==> src/word_tokenizer_normalizer_assert.svh <==
// Assertion macros for the tokenizer; the word engine (wtn_back) is the module that uses them.
// They assume a clock named i_clk and an active-low reset named i_rst_n.
`ifndef WORD_TOKENIZER_NORMALIZER_ASSERT_SVH
`define WORD_TOKENIZER_NORMALIZER_ASSERT_SVH

`ifndef SYNTHESIS
`define WTN_ASSERT_IMP(name, ante, cons) \
    name: assert property (@(posedge i_clk) disable iff (!i_rst_n) (ante) |-> (cons)) \
        else $error("wtn: assertion failed");
`define WTN_ASSERT_NEXT(name, ante, cons) \
    name: assert property (@(posedge i_clk) disable iff (!i_rst_n) (ante) |=> (cons)) \
        else $error("wtn: assertion failed");
`else
`define WTN_ASSERT_IMP(name, ante, cons)
`define WTN_ASSERT_NEXT(name, ante, cons)
`endif

`endif

==> src/wtn_pkg.sv <==
package wtn_pkg;

    localparam int MAX_WORD_LEN_DEF = 64;
    localparam int QUEUE_DEPTH_DEF  = 2;

    localparam logic [7:0] CH_TAB    = 8'h09;
    localparam logic [7:0] CH_CR     = 8'h0D;
    localparam logic [7:0] CH_SPACE  = 8'h20;
    localparam logic [7:0] CH_BANG   = 8'h21;
    localparam logic [7:0] CH_DQUOTE = 8'h22;
    localparam logic [7:0] CH_SQUOTE = 8'h27;
    localparam logic [7:0] CH_LPAREN = 8'h28;
    localparam logic [7:0] CH_RPAREN = 8'h29;
    localparam logic [7:0] CH_COMMA  = 8'h2C;
    localparam logic [7:0] CH_HYPHEN = 8'h2D;
    localparam logic [7:0] CH_DOT    = 8'h2E;
    localparam logic [7:0] CH_ZERO   = 8'h30;
    localparam logic [7:0] CH_NINE   = 8'h39;
    localparam logic [7:0] CH_COLON  = 8'h3A;
    localparam logic [7:0] CH_SEMI   = 8'h3B;
    localparam logic [7:0] CH_QUEST  = 8'h3F;
    localparam logic [7:0] CH_UP_A   = 8'h41;
    localparam logic [7:0] CH_UP_Z   = 8'h5A;
    localparam logic [7:0] CH_LBRACK = 8'h5B;
    localparam logic [7:0] CH_RBRACK = 8'h5D;
    localparam logic [7:0] CH_UNDER  = 8'h5F;
    localparam logic [7:0] CH_LO_A   = 8'h61;
    localparam logic [7:0] CH_LO_Z   = 8'h7A;
    localparam logic [7:0] CH_LBRACE = 8'h7B;
    localparam logic [7:0] CH_RBRACE = 8'h7D;

    localparam logic [6:0] CASE_BIT = 7'h20;

    // One request from the classifier to the word engine.
    typedef struct packed {
        logic       append;
        logic [6:0] ch;
        logic       flush;
        logic       emit;
    } t_cmd;

    function automatic logic is_sep(input logic [7:0] b);
        logic r;
        case (b) inside
            [CH_TAB:CH_CR], CH_SPACE, CH_DOT, CH_COMMA, CH_SEMI, CH_COLON,
            CH_BANG, CH_QUEST, CH_DQUOTE, CH_SQUOTE, CH_LPAREN, CH_RPAREN,
            CH_LBRACK, CH_RBRACK, CH_LBRACE, CH_RBRACE: r = 1'b1;
            default: r = 1'b0;
        endcase
        return r;
    endfunction

    // Zero means the byte is dropped.
    function automatic logic [6:0] norm_char(input logic [7:0] b);
        logic [6:0] r;
        case (b) inside
            [CH_UP_A:CH_UP_Z]: r = b[6:0] | CASE_BIT;
            [CH_LO_A:CH_LO_Z], [CH_ZERO:CH_NINE], CH_HYPHEN, CH_UNDER: r = b[6:0];
            default: r = 7'd0;
        endcase
        return r;
    endfunction

endpackage

==> src/wtn_front.sv <==
module wtn_front import wtn_pkg::*; #(
    parameter int MAX_WORD_LEN = MAX_WORD_LEN_DEF
) (
    input  logic       i_clk,
    input  logic       i_rst_n,
    input  logic       i_valid,
    input  logic [7:0] i_text_byte,
    input  logic       i_end_of_text,
    output logic       o_stall,
    input  logic       i_q_full,
    output logic       o_push,
    output t_cmd       o_cmd
);

    localparam int RW = $clog2(MAX_WORD_LEN + 1);

    logic [RW-1:0] r_raw, n_raw;
    logic          r_kept_any, n_kept_any;
    logic          accept, sep, raw_below, raw_room, kept_nx;
    logic [6:0]    ch;
    logic [RW-1:0] raw_inc;
    t_cmd          cmd;

    always_comb begin
        accept    = i_valid && !i_q_full;
        sep       = is_sep(i_text_byte);
        ch        = norm_char(i_text_byte);
        raw_below = r_raw < RW'(MAX_WORD_LEN);
        raw_room  = r_raw < RW'(MAX_WORD_LEN - 1);
        raw_inc   = raw_below ? r_raw + RW'(1) : r_raw;
        cmd        = '0;
        cmd.ch     = ch;
        kept_nx    = r_kept_any;
        n_raw      = r_raw;
        n_kept_any = r_kept_any;
        if (sep) begin
            cmd.flush  = 1'b1;
            cmd.emit   = r_kept_any && raw_below;
            n_raw      = '0;
            n_kept_any = 1'b0;
        end else begin
            // A byte that brings the raw length to the limit is not stored.
            cmd.append = raw_room && (ch != 7'd0);
            kept_nx    = r_kept_any || cmd.append;
            if (i_end_of_text) begin
                cmd.flush  = 1'b1;
                cmd.emit   = kept_nx && raw_room;
                n_raw      = '0;
                n_kept_any = 1'b0;
            end else begin
                n_raw      = raw_inc;
                n_kept_any = kept_nx;
            end
        end
    end

    assign o_stall = i_q_full;
    assign o_push  = accept && (cmd.append || cmd.flush);
    assign o_cmd   = cmd;

    always_ff @(posedge i_clk) begin
        if (!i_rst_n) begin
            r_raw      <= '0;
            r_kept_any <= 1'b0;
        end else if (accept) begin
            r_raw      <= n_raw;
            r_kept_any <= n_kept_any;
        end
    end

endmodule

==> src/wtn_queue.sv <==
module wtn_queue import wtn_pkg::*; #(
    parameter int DEPTH = QUEUE_DEPTH_DEF
) (
    input  logic i_clk,
    input  logic i_rst_n,
    input  logic i_push,
    input  t_cmd i_cmd,
    output logic o_full,
    input  logic i_pop,
    output t_cmd o_cmd,
    output logic o_empty
);

    localparam int PW = (DEPTH > 1) ? $clog2(DEPTH) : 1;
    localparam int CW = $clog2(DEPTH + 1);

    t_cmd          r_slot [DEPTH];
    logic [PW-1:0] r_wr, r_rd;
    logic [CW-1:0] r_cnt;
    logic          do_push, do_pop;

    assign o_full  = r_cnt == CW'(DEPTH);
    assign o_empty = r_cnt == '0;
    assign o_cmd   = r_slot[r_rd];
    assign do_push = i_push && !o_full;
    assign do_pop  = i_pop && !o_empty;

    always_ff @(posedge i_clk) begin
        if (do_push) begin
            r_slot[r_wr] <= i_cmd;
        end
    end

    always_ff @(posedge i_clk) begin
        if (!i_rst_n) begin
            r_wr  <= '0;
            r_rd  <= '0;
            r_cnt <= '0;
        end else begin
            if (do_push) begin
                r_wr <= (r_wr == PW'(DEPTH - 1)) ? '0 : r_wr + PW'(1);
            end
            if (do_pop) begin
                r_rd <= (r_rd == PW'(DEPTH - 1)) ? '0 : r_rd + PW'(1);
            end
            if (do_push && !do_pop) begin
                r_cnt <= r_cnt + CW'(1);
            end else if (do_pop && !do_push) begin
                r_cnt <= r_cnt - CW'(1);
            end
        end
    end

endmodule

==> src/wtn_back.sv <==
`include "word_tokenizer_normalizer_assert.svh"

module wtn_back import wtn_pkg::*; #(
    parameter int MAX_WORD_LEN = MAX_WORD_LEN_DEF
) (
    input  logic       i_clk,
    input  logic       i_rst_n,
    input  t_cmd       i_cmd,
    input  logic       i_empty,
    output logic       o_pop,
    output logic       o_valid,
    input  logic       i_stall,
    output logic [6:0] o_word_char,
    output logic       o_word_last
);

    localparam int DEPTH = MAX_WORD_LEN - 1;
    localparam int AW    = (DEPTH > 1) ? $clog2(DEPTH) : 1;
    localparam int KW    = $clog2(MAX_WORD_LEN);

    typedef enum logic [1:0] {
        S_IDLE = 2'b01,
        S_EMIT = 2'b10
    } t_bstate;

    t_bstate       r_state, n_state;
    logic [KW-1:0] r_wp, n_wp, r_rp, n_rp, r_len, n_len;
    logic [6:0]    r_buf [DEPTH];
    logic [6:0]    r_rd_data, r_out_char;
    logic          r_rd_last, r_rd_pend, r_out_valid, r_out_last;
    logic          out_free, pop, wr_en, rd_issue;

    always_comb begin
        out_free = !r_out_valid || !i_stall;
        pop      = (r_state == S_IDLE) && !i_empty;
        wr_en    = pop && i_cmd.append;
        rd_issue = (r_state == S_EMIT) && (r_rp != r_len) && (!r_rd_pend || out_free);
        n_state  = r_state;
        n_wp     = r_wp;
        n_rp     = r_rp;
        n_len    = r_len;
        unique case (r_state)
            S_IDLE: begin
                if (pop) begin
                    if (i_cmd.flush) begin
                        n_wp = '0;
                        if (i_cmd.emit) begin
                            n_len   = r_wp + KW'(i_cmd.append);
                            n_rp    = '0;
                            n_state = S_EMIT;
                        end
                    end else if (wr_en) begin
                        n_wp = r_wp + KW'(1);
                    end
                end
            end
            S_EMIT: begin
                if (rd_issue) begin
                    n_rp = r_rp + KW'(1);
                    if (r_rp == r_len - KW'(1)) begin
                        n_state = S_IDLE;
                    end
                end
            end
            default: n_state = S_IDLE;
        endcase
    end

    // Word buffer: written while a word builds, read out once it closes.
    always_ff @(posedge i_clk) begin
        if (wr_en) begin
            r_buf[r_wp[AW-1:0]] <= i_cmd.ch;
        end
        if (rd_issue) begin
            r_rd_data <= r_buf[r_rp[AW-1:0]];
            r_rd_last <= r_rp == r_len - KW'(1);
        end
        if (out_free && r_rd_pend) begin
            r_out_char <= r_rd_data;
            r_out_last <= r_rd_last;
        end
    end

    always_ff @(posedge i_clk) begin
        if (!i_rst_n) begin
            r_state     <= S_IDLE;
            r_wp        <= '0;
            r_rp        <= '0;
            r_len       <= '0;
            r_rd_pend   <= 1'b0;
            r_out_valid <= 1'b0;
        end else begin
            r_state <= n_state;
            r_wp    <= n_wp;
            r_rp    <= n_rp;
            r_len   <= n_len;
            if (rd_issue) begin
                r_rd_pend <= 1'b1;
            end else if (out_free) begin
                r_rd_pend <= 1'b0;
            end
            if (out_free) begin
                r_out_valid <= r_rd_pend;
            end
        end
    end

    assign o_pop       = pop;
    assign o_valid     = r_out_valid;
    assign o_word_char = r_out_char;
    assign o_word_last = r_out_last;

    `WTN_ASSERT_IMP(a_wr_in_range, wr_en, r_wp < KW'(DEPTH))
    `WTN_ASSERT_IMP(a_rd_in_range, rd_issue, r_rp < r_len)
    `WTN_ASSERT_NEXT(a_pend_held, r_rd_pend && !out_free, r_rd_pend && $stable(r_rd_data))
    `WTN_ASSERT_IMP(a_emit_nonempty, pop && i_cmd.emit, i_cmd.flush && (r_wp != '0 || i_cmd.append))

endmodule

==> src/word_tokenizer_normalizer.sv <==
// Splits a byte stream into lowercase words and streams out their characters.
// Input channel: i_valid / o_stall with i_text_byte and i_end_of_text; a byte
// is taken at a clock edge where i_valid is high and o_stall is low. Set
// i_end_of_text on the final byte of a text to close any open word.
// Output channel: o_valid / i_stall with o_word_char and o_word_last; one
// character per request, o_word_last high on the final character of a word.
// The classifier takes one byte per cycle, while the queue has room, into a
// short command queue. The word engine drains that queue one command per cycle
// while a word builds, and closing a word occupies it for one buffer read per
// character, during which it takes no commands. Bytes keep arriving while the
// queue has room. The first character of a word passes through the queue, the
// engine state register, the buffer read stage and the output register after
// the byte that closed it.
// A synchronous reset (i_rst_n low) empties the queue, drops any open word
// and clears the output valid flag; the buffer itself needs no clearing.
// When the receiver stalls, the current character holds and one more sits in
// the read stage; after that the engine waits, the queue fills and o_stall
// rises.
module word_tokenizer_normalizer import wtn_pkg::*; #(
    parameter int MAX_WORD_LEN = MAX_WORD_LEN_DEF,
    parameter int QUEUE_DEPTH  = QUEUE_DEPTH_DEF
) (
    input  logic       i_clk,
    input  logic       i_rst_n,
    input  logic       i_valid,
    output logic       o_stall,
    input  logic [7:0] i_text_byte,
    input  logic       i_end_of_text,
    output logic       o_valid,
    input  logic       i_stall,
    output logic [6:0] o_word_char,
    output logic       o_word_last
);

    logic q_full, q_empty, push, pop;
    t_cmd push_cmd, pop_cmd;

    wtn_front #(
        .MAX_WORD_LEN (MAX_WORD_LEN)
    ) u_front (
        .i_clk         (i_clk),
        .i_rst_n       (i_rst_n),
        .i_valid       (i_valid),
        .i_text_byte   (i_text_byte),
        .i_end_of_text (i_end_of_text),
        .o_stall       (o_stall),
        .i_q_full      (q_full),
        .o_push        (push),
        .o_cmd         (push_cmd)
    );

    wtn_queue #(
        .DEPTH (QUEUE_DEPTH)
    ) u_queue (
        .i_clk   (i_clk),
        .i_rst_n (i_rst_n),
        .i_push  (push),
        .i_cmd   (push_cmd),
        .o_full  (q_full),
        .i_pop   (pop),
        .o_cmd   (pop_cmd),
        .o_empty (q_empty)
    );

    wtn_back #(
        .MAX_WORD_LEN (MAX_WORD_LEN)
    ) u_back (
        .i_clk       (i_clk),
        .i_rst_n     (i_rst_n),
        .i_cmd       (pop_cmd),
        .i_empty     (q_empty),
        .o_pop       (pop),
        .o_valid     (o_valid),
        .i_stall     (i_stall),
        .o_word_char (o_word_char),
        .o_word_last (o_word_last)
    );

endmodule

==> config.mk <==
export PLATFORM = sky130hd
export DESIGN_NAME = word_tokenizer_normalizer
export DESIGN_NICKNAME = d
export VERILOG_FILES = /design/src/wtn_pkg.sv /design/src/wtn_front.sv /design/src/wtn_queue.sv /design/src/wtn_back.sv /design/src/word_tokenizer_normalizer.sv
export VERILOG_INCLUDE_DIRS = /design/src /design/src/src
export SDC_FILE = /design/constraint.sdc
export NUM_CORES = 1
export LEC_CHECK = 0
export BUFFER_PORTS_ARGS = -buffer_cell sky130_fd_sc_hd__clkbuf_2
export CORE_MARGIN = 4
export CORE_UTILIZATION = 35
export CTS_CLUSTER_SIZE = 25
export DETAILED_ROUTE_END_ITERATION = 8
export PLACE_DENSITY = 0.56
export SYNTH_ARGS = -nofsm -noshare
export SYNTH_HDL_FRONTEND = slang
export SYNTH_SLANG_ARGS = --single-unit
==> constraint.sdc <==
create_clock -name i_clk -period 6.5 [get_ports i_clk]
set_input_delay 0.65 -clock i_clk [delete_from_list [all_inputs] [get_ports i_clk]]
set_output_delay 0.65 -clock i_clk [all_outputs]
set_load 0.05 [all_outputs]
* Word level (Yosys, flattened, before mapping)
Memory sizes are Yosys's and may differ from the RTL's. A register that Yosys moved wholly into a read port is not among the register bits.
Cells that the tools add are included.
** Storage, ports and cells
- Logic and storage cells :: 141
- Memories kept :: 2
- Memory bits (writable) :: 461
- Register bits after elaboration :: 43
- Input port bits :: 13
** Memories
- u_back.r_buf :: depth 63, bits a word 7, rd ports 1, clocked after memory_dff 1, write ports 1, RTL line wtn_back.sv:28 : logic [6:0] r_buf [DEPTH];
- u_queue.r_slot :: depth 2, bits a word 10, rd ports 1, clocked after memory_dff 1, write ports 1, RTL line wtn_queue.sv:17 : t_cmd r_slot [DEPTH];
** Cells by class
- Magnitude comparators :: 10
- Eq/ne operators :: 27
- Reduce and logical (&&, ||, !) cells :: 43
- Mux-type cells :: 36
- Add/sub/neg operators :: 9
** Operators by type and width (number)
- 8-bit by 6-bit == test with 1-bit output (second input constant) :: 12
- 8-bit by 7-bit == test with 1-bit output (second input constant) :: 5
- 6-bit 2-to-1 mux :: 6
- 7-bit 2-to-1 mux :: 5
- 1-bit logical AND :: 18
- 2-bit 2-to-1 mux :: 9
- 8-bit by 7-bit greater-or-equal comparator with 1-bit output (second input constant) :: 2
- 8-bit by 7-bit less-or-equal comparator with 1-bit output (second input constant) :: 2
- 16-bit OR reduction :: 1
- 1-bit 2-to-1 mux :: 14
- 6-bit by 1-bit adder with 6-bit output (second input constant) :: 2
- 6-bit one-hot mux with 2 select lines :: 1
- 5-bit AND reduction :: 2
- 8-bit by 4-bit greater-or-equal comparator with 1-bit output (second input constant) :: 1
- 8-bit by 6-bit greater-or-equal comparator with 1-bit output (second input constant) :: 1
- 8-bit by 4-bit less-or-equal comparator with 1-bit output (second input constant) :: 1
- 8-bit by 6-bit less-or-equal comparator with 1-bit output (second input constant) :: 1
- 2-bit != test (second input constant) :: 4
- 2-bit nonzero test :: 4
- 7-bit by 1-bit adder with 7-bit output (second input constant) :: 1
- 1-bit logical NOT :: 7
- 7-bit by 6-bit less-than comparator with 1-bit output (second input constant) :: 1
- 7-bit less-than comparator (second input constant) :: 1
- 7-bit nonzero test :: 1
- 18 further kinds :: 23

* Longest topological paths before layout
Gate-level depths: netlist of the first run.
- Word-level depth :: 18
- Mapped depth :: 11
- Depth with buffers taken out :: 9

* Cells and area by module
Synthesis of the first run repeated with hierarchy kept, for this count alone.
** Second synthesis, totals
- Cells, all modules :: 1178
- Area, all modules :: 20728.6 µm²
** Modules (own cells, without submodules)
- wtn_back :: instances 1, area each 19014.5 µm², sequential area each 14163.6 µm², cells each 1020
- wtn_queue :: instances 1, area each 945.9 µm², sequential area each 700.7 µm², cells each 57
- wtn_front :: instances 1, area each 768.2 µm², sequential area each 160.2 µm², cells each 101

* Worst setup path before layout of the first run
OpenSTA, ideal clock, no wires.
- Kind :: input port to flip-flop
- From :: in i_text_byte[3]
- To :: mem u_queue.r_slot[0][0] (netlist bit) (enable)
- Data arrival time :: 2.589 ns
- Cell stages on the path :: 6
- Path slack :: 3.517 ns
- Cells stage by stage :: clkbuf_2 -> or4b_1 -> a221oi_2 -> nor3_4 -> and2_4 -> a211oi_1
** On the way
- Longest elaborated chain between the ends :: 13
** RTL lines
- start: declaration :: RTL line word_tokenizer_normalizer.sv:27 : input logic [7:0] i_text_byte,
- 8-bit by 6-bit greater-or-equal comparator with 1-bit output (not written as such), or another cell as far along :: RTL line wtn_front.sv:27 : ch = norm_char(i_text_byte);
- 1-bit logical AND (not written as such) :: RTL line wtn_front.sv:27
- 4-bit OR reduction :: RTL line wtn_pkg.sv:56 : case (b) inside
- 7-bit 2-to-1 mux (2 in a row) :: RTL line wtn_pkg.sv:56
- 7-bit nonzero test :: RTL line wtn_front.sv:43 : cmd.append = raw_room && (ch != 7'd0);
- 1-bit logical AND :: RTL line wtn_front.sv:43
- 1-bit 2-to-1 mux :: RTL line wtn_front.sv:36 : if (sep) begin
- 1-bit logical OR * :: RTL line wtn_front.sv:58 : assign o_push = accept && (cmd.append || cmd.flush);
- 1-bit logical AND * :: RTL line wtn_front.sv:58
- 1-bit logical AND * :: RTL line wtn_queue.sv:25 : assign do_push = i_push && !o_full;
- 1-bit 2-to-1 mux * :: RTL line wtn_queue.sv:29 : if (do_push) begin
- 1-bit 2-to-1 mux (not written as such) * :: RTL line wtn_queue.sv:30 : r_slot[r_wr] <= i_cmd;
- end: declaration :: RTL line wtn_queue.sv:17
Mark *: on every way between the ends. The rest lies on a longest branch, timed or not.

* Worst setup path after layout of the first run
- From :: reg u_back.r_rp[1]
- To :: reg u_back.r_rd_data[4] (read register of u_back.r_buf) (data pin)
** On the way
- Longest elaborated chain between the ends :: 3
** RTL lines
- start: declaration :: RTL line wtn_back.sv:27 : logic [KW-1:0] r_wp, n_wp, r_rp, n_rp, r_len, n_len;
- start signal: assignment :: RTL line wtn_back.sv:95 : r_rp <= n_rp;
- 6-bit != test :: RTL line wtn_back.sv:37 : rd_issue = (r_state == S_EMIT) && (r_rp != r_len) && (!r_rd_pend || out_free);
- 1-bit logical AND (2 in a row) :: RTL line wtn_back.sv:37
- end: declaration :: RTL line wtn_back.sv:29 : logic [6:0] r_rd_data, r_out_char;
Parallel ways exist; a longest one is shown, timed or not.
A chain may end at the register's enable or synchronous reset.

==> results.toml, run 1 <==
[drt]
drtAntennaViolNets = 0
firstDrtPassIters = 5
wl_um = 46300
vias = 10600
wl_per_cell_um = 23.3
vias_per_cell = 5.33
drt_iter0_markers = 863
drc = 0

[synth]
synthFlopType = "edfxtp_1"
synth_nets = 1181
synth-async-reset-ratio = 0
yosys-top-cells-area = "edfxtp_1, mux4_2, dfxtp_1, nor2_1, mux2i_1"
ys_types = 75
synth_area_leader_cell = "edfxtp_1"
ys_seq_area_frac = 0.725
synth.ff_latch_count = 512
yosys_warnings = 0
synthCells = 1161
synth_top_area_frac = 0.692
synth.top_cells.by_count = "edfxtp_1, nor2_1, mux4_2"
synth_edf_count = 477
synth.avg_cell_area_um2 = 17.8
yosysMostFrequentCell = "edfxtp_1"
synth_area_um2 = 20700

[clock_tree]
clock_path_buffers = 3
ctsHoldBuffers = 0
clock_latency_ns = 0.58
cts.sinks = 512
htree_levels = 2
post_cts_resize_count = 0
cts_setup_buffers = 0
cts-root-buf = "clkbuf_16"
cts_tree = "built"
cts-buffers-inserted = 52
cts.reportedPaths.clkPinSlew_ns = 0.06

[placed_design]
gp_congestion = 0.787
dp_hpwl_um = 27600
place_inst = 1897
portBuffers = 22

[floorplan]
start_util = 0.356
dieArea_um2 = 63100
io-pin-count = 23
die_h_um = 251
fp.coreArea_um2 = 58100
placementRows = 88
die_w_um = 251

[global_route]
antenna_found_initial = 1
grt_pass1_vias = 10700
grt_start_max_net_pins = 108
grt_remaining_overflow = 0
grt_pass1_wl_um = 69700
groute.usage.overall = 0.146

[timing]
worst_pin_slew_ns = 1.32
finalCriticalPeriod_ns = 3.11
fin_crit_sh = 0.479
clock.fmax_ghz = 0.321
clock_skew_ns = 0.0166
hold_violations = 0
drv_slew = 0
rsz0062_at_grt = "false"
relSlewSlack = 0.119
finalSetupViolations = 0
fin_tns_setup_ns = 0

[finish]
nets = 1206
drive_gt1_frac = 0.201
finalNonFillerCells = 1991
synthToLayoutAreaGrowth_pct = 12.4
n_antenna_cell = 0

[hold_path]
worst_hold_path_type = "in2reg"

[critical_path]
worstPathCellList = "mux4_2 -> a2111oi_0 -> o21ai_1 -> and4_1"
crit_fanout = 66
critPathBufInv = 0
path_class = "reg2reg"
start_kind = "flop"
max_stage_delay_ns = 0.98
cp_data_arrival_time_ns = 3.45
endpoint_kind = "flop"
crit_family = "compound AO/OA/AOI/OAI gates"
crit_slowest_cell = "dfxtp_4"
worstPathRequired_ns = 6.84

[status]
status = "completed"

[pwr]
peakVddDrop_v = 0.000215
leakagePower_uw = 0.00697
p_per_area_nw_per_um2 = 323
total_power_uw = 7510

[job]
drv_cap = 0
## power by group
group	internal, uW	switching [uW]
Sequential	3890	37.9
Clock	1770	1200
Combinational	149	464
## sequential cells by signal, summed over array words and instances, names as in the netlist, 2 cells and up, named ones only
register,flops
u_back.r_state,2
u_back.o_word_char,7
u_back.r_wp,6
u_queue.r_cnt,2
u_queue.r_slot,20
u_back.r_buf,441
u_back.r_rp,6
u_front.r_raw,7
u_back.r_rd_data,7
u_back.r_len,6
## path summary, 6_finish.rpt
check                               from                             to  slack, ns  cells past startpoint
min                              i_stall    u_back.o_valid$_SDFFE_PN0N_       0.34                      3
max reg2reg  u_back.r_rp[1]$_SDFFE_PN0P_  u_back.r_rd_data[4]$_DFFE_PP_       3.39                      4
min reg2reg   u_back.r_rd_last$_DFFE_PP_   u_back.o_word_last$_DFFE_PP_       0.43                      0
max          u_back.r_rp[1]$_SDFFE_PN0P_  u_back.r_rd_data[4]$_DFFE_PP_       3.39                      4
## worst register-to-register path, stage by stage, from the launching register on
cell	delay (ns)
dfxtp_4	0.98
mux4_2	0.50
a2111oi_0	0.86
o21ai_1	0.27
and4_1	0.26
## final cells by class
cell class | instances | area [um2]
Fill cell | 5201 | 34900
Sequential cell | 512 | 15000
Multi-Input combinational cell | 570 | 5300
Clock buffer | 68 | 1380
Tap cell | 765 | 957
Clock inverter | 26 | 302
Timing Repair Buffer | 38 | 255
Inverter | 12 | 47.5
## logic make-up after synthesis
logic type	share of synthesized area
buffers and inverters	0.0194
adder cells (fa/ha/maj)	0.00423
flip-flops	0.725
multiplexers	0.127
XOR/XNOR	0.0106
AND/OR/NAND/NOR	0.0682
AO/OA/AOI/OAI	0.0455
## cell usage in the layout, fill, tap and decap left out, types with 7 or more instances in the layout
master     instances
edfxtp_1         477
nor2_1           103
mux4_2           103
clkbuf_16         53
nand2_1           35
dfxtp_1           33
nand3_1           30
clkbuf_2          22
a21oi_1           20
a22oi_1           20
nand2b_1          19
mux2i_1           18
o21ai_0           15
clkbuf_1          15
buf_4             14
xor2_1            13
xnor2_1           12
and2_1            12
nor2b_1           11
mux2_2            11
inv_1             10
a211oi_1          10
a221oi_1          10
clkinv_1          10
nand4_1            9
or3_1              9
nor3_1             8
o22ai_1            7
ha_1               7
bufinv_16          7
clkinv_2           7
## stage by stage
step	hold WS [ns]	setup WS (ns)	cell area, um2	util
final	0.343	3.39	23300	0.400
after global routing	0.345	3.18	23300	0.400
after CTS	0.304	3.40	23300	0.400
after detailed placement	0.422	3.41	21600	0.371
after global placement	0.421	3.43	21600	0.371
after floorplan	0.400	3.52	20700	-
## per-layer routing
layer  routed length, um  global-route usage  up-vias  part of all wire
met5                  16                   0        -           0.00035
met3                2530              0.0228       80             0.055
met4                1230              0.0466        2             0.027
met1               20500               0.206     5509              0.44
met2               22000               0.235      300              0.48
li1                    -                   -     4715                 -
Power figures use the tool's default switching activity.
==> run 2, diff against run 1 <==
--- a/config.mk
+++ b/config.mk
@@ -6,6 +6,7 @@
 export SDC_FILE = /design/constraint.sdc
 export NUM_CORES = 1
 export LEC_CHECK = 0
+export ABC_AREA = 1
 export BUFFER_PORTS_ARGS = -buffer_cell sky130_fd_sc_hd__clkbuf_2
 export CORE_MARGIN = 4
 export CORE_UTILIZATION = 35
==> constraint.sdc (replaced) <==
create_clock -name i_clk -period 2.99 [get_ports i_clk]
set_input_delay 0.299 -clock i_clk [delete_from_list [all_inputs] [get_ports i_clk]]
set_output_delay 0.299 -clock i_clk [all_outputs]
set_load 0.05 [all_outputs]
==> results.toml, run 2 <==
[finish]
finalNonFillerCells = 2719
largest_reg_flops = 441
drive_gt1_frac = 0.101
nets = 1914
layout_common_cells = "edfxtp_1, nor2_1, nand2_1, o21ai_0, nand3_1"
layout_commonest_cell = "edfxtp_1"
synthToLayoutAreaGrowth_pct = 14.0
n_antenna_cell = 0

[status]
status = "completed"

[timing]
drv_slew = 0
fin_crit_sh = 0.933
hold_violations = 0
worst_pin_slew_ns = 0.944
finalSetupViolations = 0
clock_skew_ns = 0.0181
fin_tns_setup_ns = 0
finalCriticalPeriod_ns = 2.79
rsz0062_at_grt = "true"
relSlewSlack = 0.370
clock.fmax_ghz = 0.358

[synth]
yosys-top-cells-area = "edfxtp_1, nor2_1, o21ai_0, nand2_1, dfxtp_1"
synth_area_um2 = 21200
yosysMostFrequentCell = "edfxtp_1"
synth_top_area_frac = 0.675
synth_nets = 1858
yosys_warnings = 0
synth_edf_count = 477
synth-async-reset-ratio = 0
synth.top_cells.by_count = "edfxtp_1, nor2_1, nand2_1"
synth.avg_cell_area_um2 = 11.6
synthFlopType = "edfxtp_1"
ys_seq_area_frac = 0.708
synth.ff_latch_count = 512
synthCells = 1838
synth_area_leader_cell = "edfxtp_1"
ys_types = 37

[drt]
vias = 14400
vias_per_cell = 5.31
drt_iter0_markers = 1441
wl_per_cell_um = 20.5
drtAntennaViolNets = 0
drc = 0
wl_um = 55800
firstDrtPassIters = 6

[critical_path]
worstPathRequired_ns = 3.22
crit_family = "simple AND/OR/NAND/NOR gates"
start_kind = "flop"
cp_data_arrival_time_ns = 3.02
critPathBufInv = 1
path_class = "reg2reg"
crit_slowest_cell = "nor2_1"
crit_fanout = 11
worstPathCellList = "clkinv_1 -> nand2_1 -> nand2_1 -> nand2_2 -> nor2_1 -> nand3_1 -> nor2_1"
endpoint_kind = "flop"
max_stage_delay_ns = 0.72

[clock_tree]
cts_setup_buffers = 0
clock_path_buffers = 3
cts_tree = "built"
clock_latency_ns = 0.60
cts.reportedPaths.clkPinSlew_ns = 0.06
cts-root-buf = "clkbuf_16"
cts-buffers-inserted = 53
cts.sinks = 512
htree_levels = 2

[global_route]
antenna_found_initial = 1
grt_start_max_net_pins = 89
groute.usage.overall = 0.173
grt_pass1_wl_um = 85400
met1_usage = 0.241
grt_pass1_vias = 14100
grt_use_met3 = 0.0286
met2_usage = 0.279
grt_remaining_overflow = 0
grt_busiest_layer = "met2"

[placed_design]
gp_congestion = 0.886
portBuffers = 22
place_inst = 2620
dp_hpwl_um = 34200

[floorplan]
start_util = 0.352
die_w_um = 254
dieArea_um2 = 64700
placementRows = 90
die_h_um = 254
fp.coreArea_um2 = 60200
io-pin-count = 23

[pwr]
p_per_area_nw_per_um2 = 728
leakagePower_uw = 0.00829
peakVddDrop_v = 0.000553
total_power_uw = 17600

[job]
drv_cap = 0

[hold_path]
worstHoldStart = "i_rst_n"
worst_hold_path_type = "in2reg"
## run 2: cell types whose count changed after synthesis, sizes merged, moves of 52 or more
cell	before	now
nor2	104	367
nand2	35	262
o21ai	19	232
mux4	103	0
nand3	30	89
inv	11	63
o211ai	4	56
## run 2: routing by layer
layer	share of wire	wire, um
met1	0.43	24300
met2	0.47	26100
met3	0.071	3950
met4	0.027	1530
met5	0	0
## run 2: stage by stage
stage / utilization / area [um2] / setup WS, ns / hold slack, ns
finish: 0.402 / 24200 / 0.200 / 0.0339
CTS: 0.402 / 24200 / 0.183 / 0.0119
floorplan: - / 21200 / 1.02 / 0.400
global placement: 0.374 / 22500 / 0.283 / 0.435
global route: 0.402 / 24200 / -0.0481 / 0.0561
detailed placement: 0.374 / 22500 / 0.189 / 0.415
## run 2: power breakdown
group	internal, uW	total [uW]	leakage (uW)	switching (uW)
Clock	3690	6430	0.000797	2730
Sequential	8770	8860	0.00461	85.2
Combinational	483	2330	0.00289	1850
Total	12900	17600	0.00829	4660
## run 2: final cells by class
cell class / instances / area (um2)
well taps: 782 / 978
clock inverters: 29 / 273
fillers: 5649 / 36100
repair buffers: 97 / 826
clock buffers: 69 / 1390
flip-flops and latches: 512 / 15000
multi-input cells: 1164 / 5440
inverters: 66 / 254
## run 2: logic make-up after synthesis
group           Yosys count  synth area share
simple gates            752             0.144
flops                   512             0.708
compound gates          396             0.104
buf+inv                 162            0.0367
xor+xnor                  9           0.00371
fa+ha+maj                 7           0.00413
## run 2: repair_timing
| item | CTS | global route |
|---|---|---|
| hold buffers | 1 | 0 |
| endpoints found under the hold margin | 1 | 0 |
| gates resized for setup | 0 | 0 |
| setup endpoints to repair | 0 | 21 |
## run 2: worst register-to-register path, cell delays in order, from the launching register on
cell and delay (ns):
dfxtp_1 0.40, clkinv_1 0.20, nand2_1 0.08, nand2_1 0.10, nand2_2 0.10, nor2_1 0.22, nand3_1 0.60, nor2_1 0.72
## run 2: worst paths after layout
check | end | slack [ns] | cells past startpoint
hold / removal | u_back.r_state[0]$_SDFFE_PN1P_ | 0.03 | 2
setup reg to reg | u_back.r_buf[28][3]$_DFFE_PP_ | 0.20 | 7
hold reg to reg | u_front.r_kept_any$_SDFFE_PN0P_ | 0.45 | 2
setup / recovery | u_back.r_buf[28][3]$_DFFE_PP_ | 0.20 | 7
==> run 3, diff against run 2 <==
--- a/config.mk
+++ b/config.mk
@@ -13,6 +13,7 @@
 export CTS_CLUSTER_SIZE = 25
 export DETAILED_ROUTE_END_ITERATION = 8
 export PLACE_DENSITY = 0.56
+export RECOVER_POWER = 50
 export SYNTH_ARGS = -nofsm -noshare
 export SYNTH_HDL_FRONTEND = slang
 export SYNTH_SLANG_ARGS = --single-unit
==> constraint.sdc (replaced) <==
create_clock -name i_clk -period 3.1 [get_ports i_clk]
set_input_delay 0.31 -clock i_clk [delete_from_list [all_inputs] [get_ports i_clk]]
set_output_delay 0.31 -clock i_clk [all_outputs]
set_load 0.05 [all_outputs]
==> results.toml, run 3 (same netlist as run 2, synthesis figures left out) <==
[finish]
drive_gt1_frac = 0.102
finalNonFillerCells = 2743
fillers = 5682
nets = 1935
synthToLayoutAreaGrowth_pct = 14.3
layout_commonest_cell = "edfxtp_1"
ff_latch_area_um2 = 15000
multi_input_area_um2 = 5430
utilization = 0.403
largest_reg_flops = 441
n_antenna_cell = 0
layout_common_cells = "edfxtp_1, nor2_1, nand2_1, o21ai_0, nand3_1"

[timing]
finalSetupViolations = 0
finalCriticalPeriod_ns = 2.68
fin_crit_sh = 0.865
relSlewSlack = -0.166
worst_pin_slew_ns = 1.75
clock.fmax_ghz = 0.373
drv_slew = 192
clock_skew_ns = 0.0176
hold_violations = 0
rsz0062_at_grt = "false"
fin_tns_setup_ns = 0

[floorplan]
dieArea_um2 = 64700
die_w_um = 254
start_util = 0.352
die_h_um = 254
io-pin-count = 23
fp.coreArea_um2 = 60200
placementRows = 90

[pwr]
p_per_area_nw_per_um2 = 702
internal_power_uw = 12500
total_power_uw = 17000
power.switching_uw = 4570
peakVddDrop_v = 0.000445
comb_power_share = 0.127
seqPwrFrac = 0.504
p_clk_frac = 0.369
switching_share = 0.268
leakagePower_uw = 0.00835

[placed_design]
gp_congestion = 0.873
portBuffers = 22
place_inst = 2640
dp_hpwl_um = 35300

[drt]
drtAntennaViolNets = 0
vias_per_cell = 5.32
vias = 14600
firstDrtPassIters = 5
wl_um = 57500
drc = 0
wl_per_cell_um = 21.0
drt_iter0_markers = 1648

[critical_path]
cp_data_arrival_time_ns = 2.88
endpoint_kind = "flop"
worstPathRequired_ns = 3.29
crit_fanout = 25
start_kind = "flop"
path_class = "reg2reg"

[global_route]
grt_pass1_vias = 14100
grt_start_max_net_pins = 132
grt_remaining_overflow = 0
antenna_found_initial = 1
grt_pass1_wl_um = 87300
groute.usage.overall = 0.176

[clock_tree]
cts.sinks = 512
cts_setup_buffers = 0
ctsHoldBuffers = 1
cts-buffers-inserted = 54
htree_levels = 2
clock_latency_ns = 0.61
cts-root-buf = "clkbuf_16"
cts_tree = "built"
cts.reportedPaths.clkPinSlew_ns = 0.06
clock_path_buffers = 3
post_cts_resize_count = 0

[status]
failed_checks = "capacitance limit, slew limit"
status = "complete, but fails checks"

[hold_path]
worst_hold_path_type = "in2reg"

[job]
drv_cap = 3
==> run 3: area by class of cell <==
cell class,instances,area share
Tap cell,782,0.0403
Timing Repair Buffer,117,0.0358
Clock inverter,37,0.0123
Inverter,66,0.0105
Sequential cell,512,0.619
Multi-Input combinational cell,1164,0.224
Clock buffer,65,0.0584
==> run 3: layer usage <==
layer,track usage,vias up,wire [um]
met5,0,-,7
li1,-,6731,-
met1,0.250,7238,25100
met2,0.280,539,26800
met4,0.0476,2,1470
met3,0.0323,94,4190
==> run 3: stage by stage <==
step                area (um2)  setup slack, ns  hold slack (ns)
floorplan                21200             1.12            0.400
global placement         22700            0.595            0.436
detailed placement       22700            0.528            0.430
CTS                      24400            0.521           0.0149
global route             24300            0.244            0.123
finish                   24300            0.420            0.122
==> run 3: worst paths after layout <==
| kind | start | end | slack [ns] | depth (start not counted) |
|---|---|---|---|---|
| min | i_end_of_text | u_front.r_raw[5]$_SDFFE_PN0P_ | 0.12 | 4 |
| max | flop | u_back.r_buf[35][6]$_DFFE_PP_ | 0.42 | 4 |
| min reg2reg | u_front.r_kept_any$_SDFFE_PN0P_ | u_front.r_kept_any$_SDFFE_PN0P_ | 0.45 | 2 |
| max reg2reg | flop | u_back.r_buf[35][6]$_DFFE_PP_ | 0.42 | 4 |
==> run 3: power groups by stage <==
stage | Combinational [uW] | Sequential, uW | Clock (uW)
after floorplan | 1090 | 8700 | 0
after global placement | 2330 | 8680 | 0
after detailed placement | 2340 | 8680 | 0
after CTS | 2340 | 8540 | 6400
after global routing | 2370 | 8610 | 6700
final | 2160 | 8590 | 6290
==> run 3: worst max-delay path, cell delays in order (launching register included) <==
cell and delay [ns]:
dfxtp_1 0.51, clkinv_1 0.31, nand2_1 0.12, nand2_1 0.67, clkbuf_2 0.65
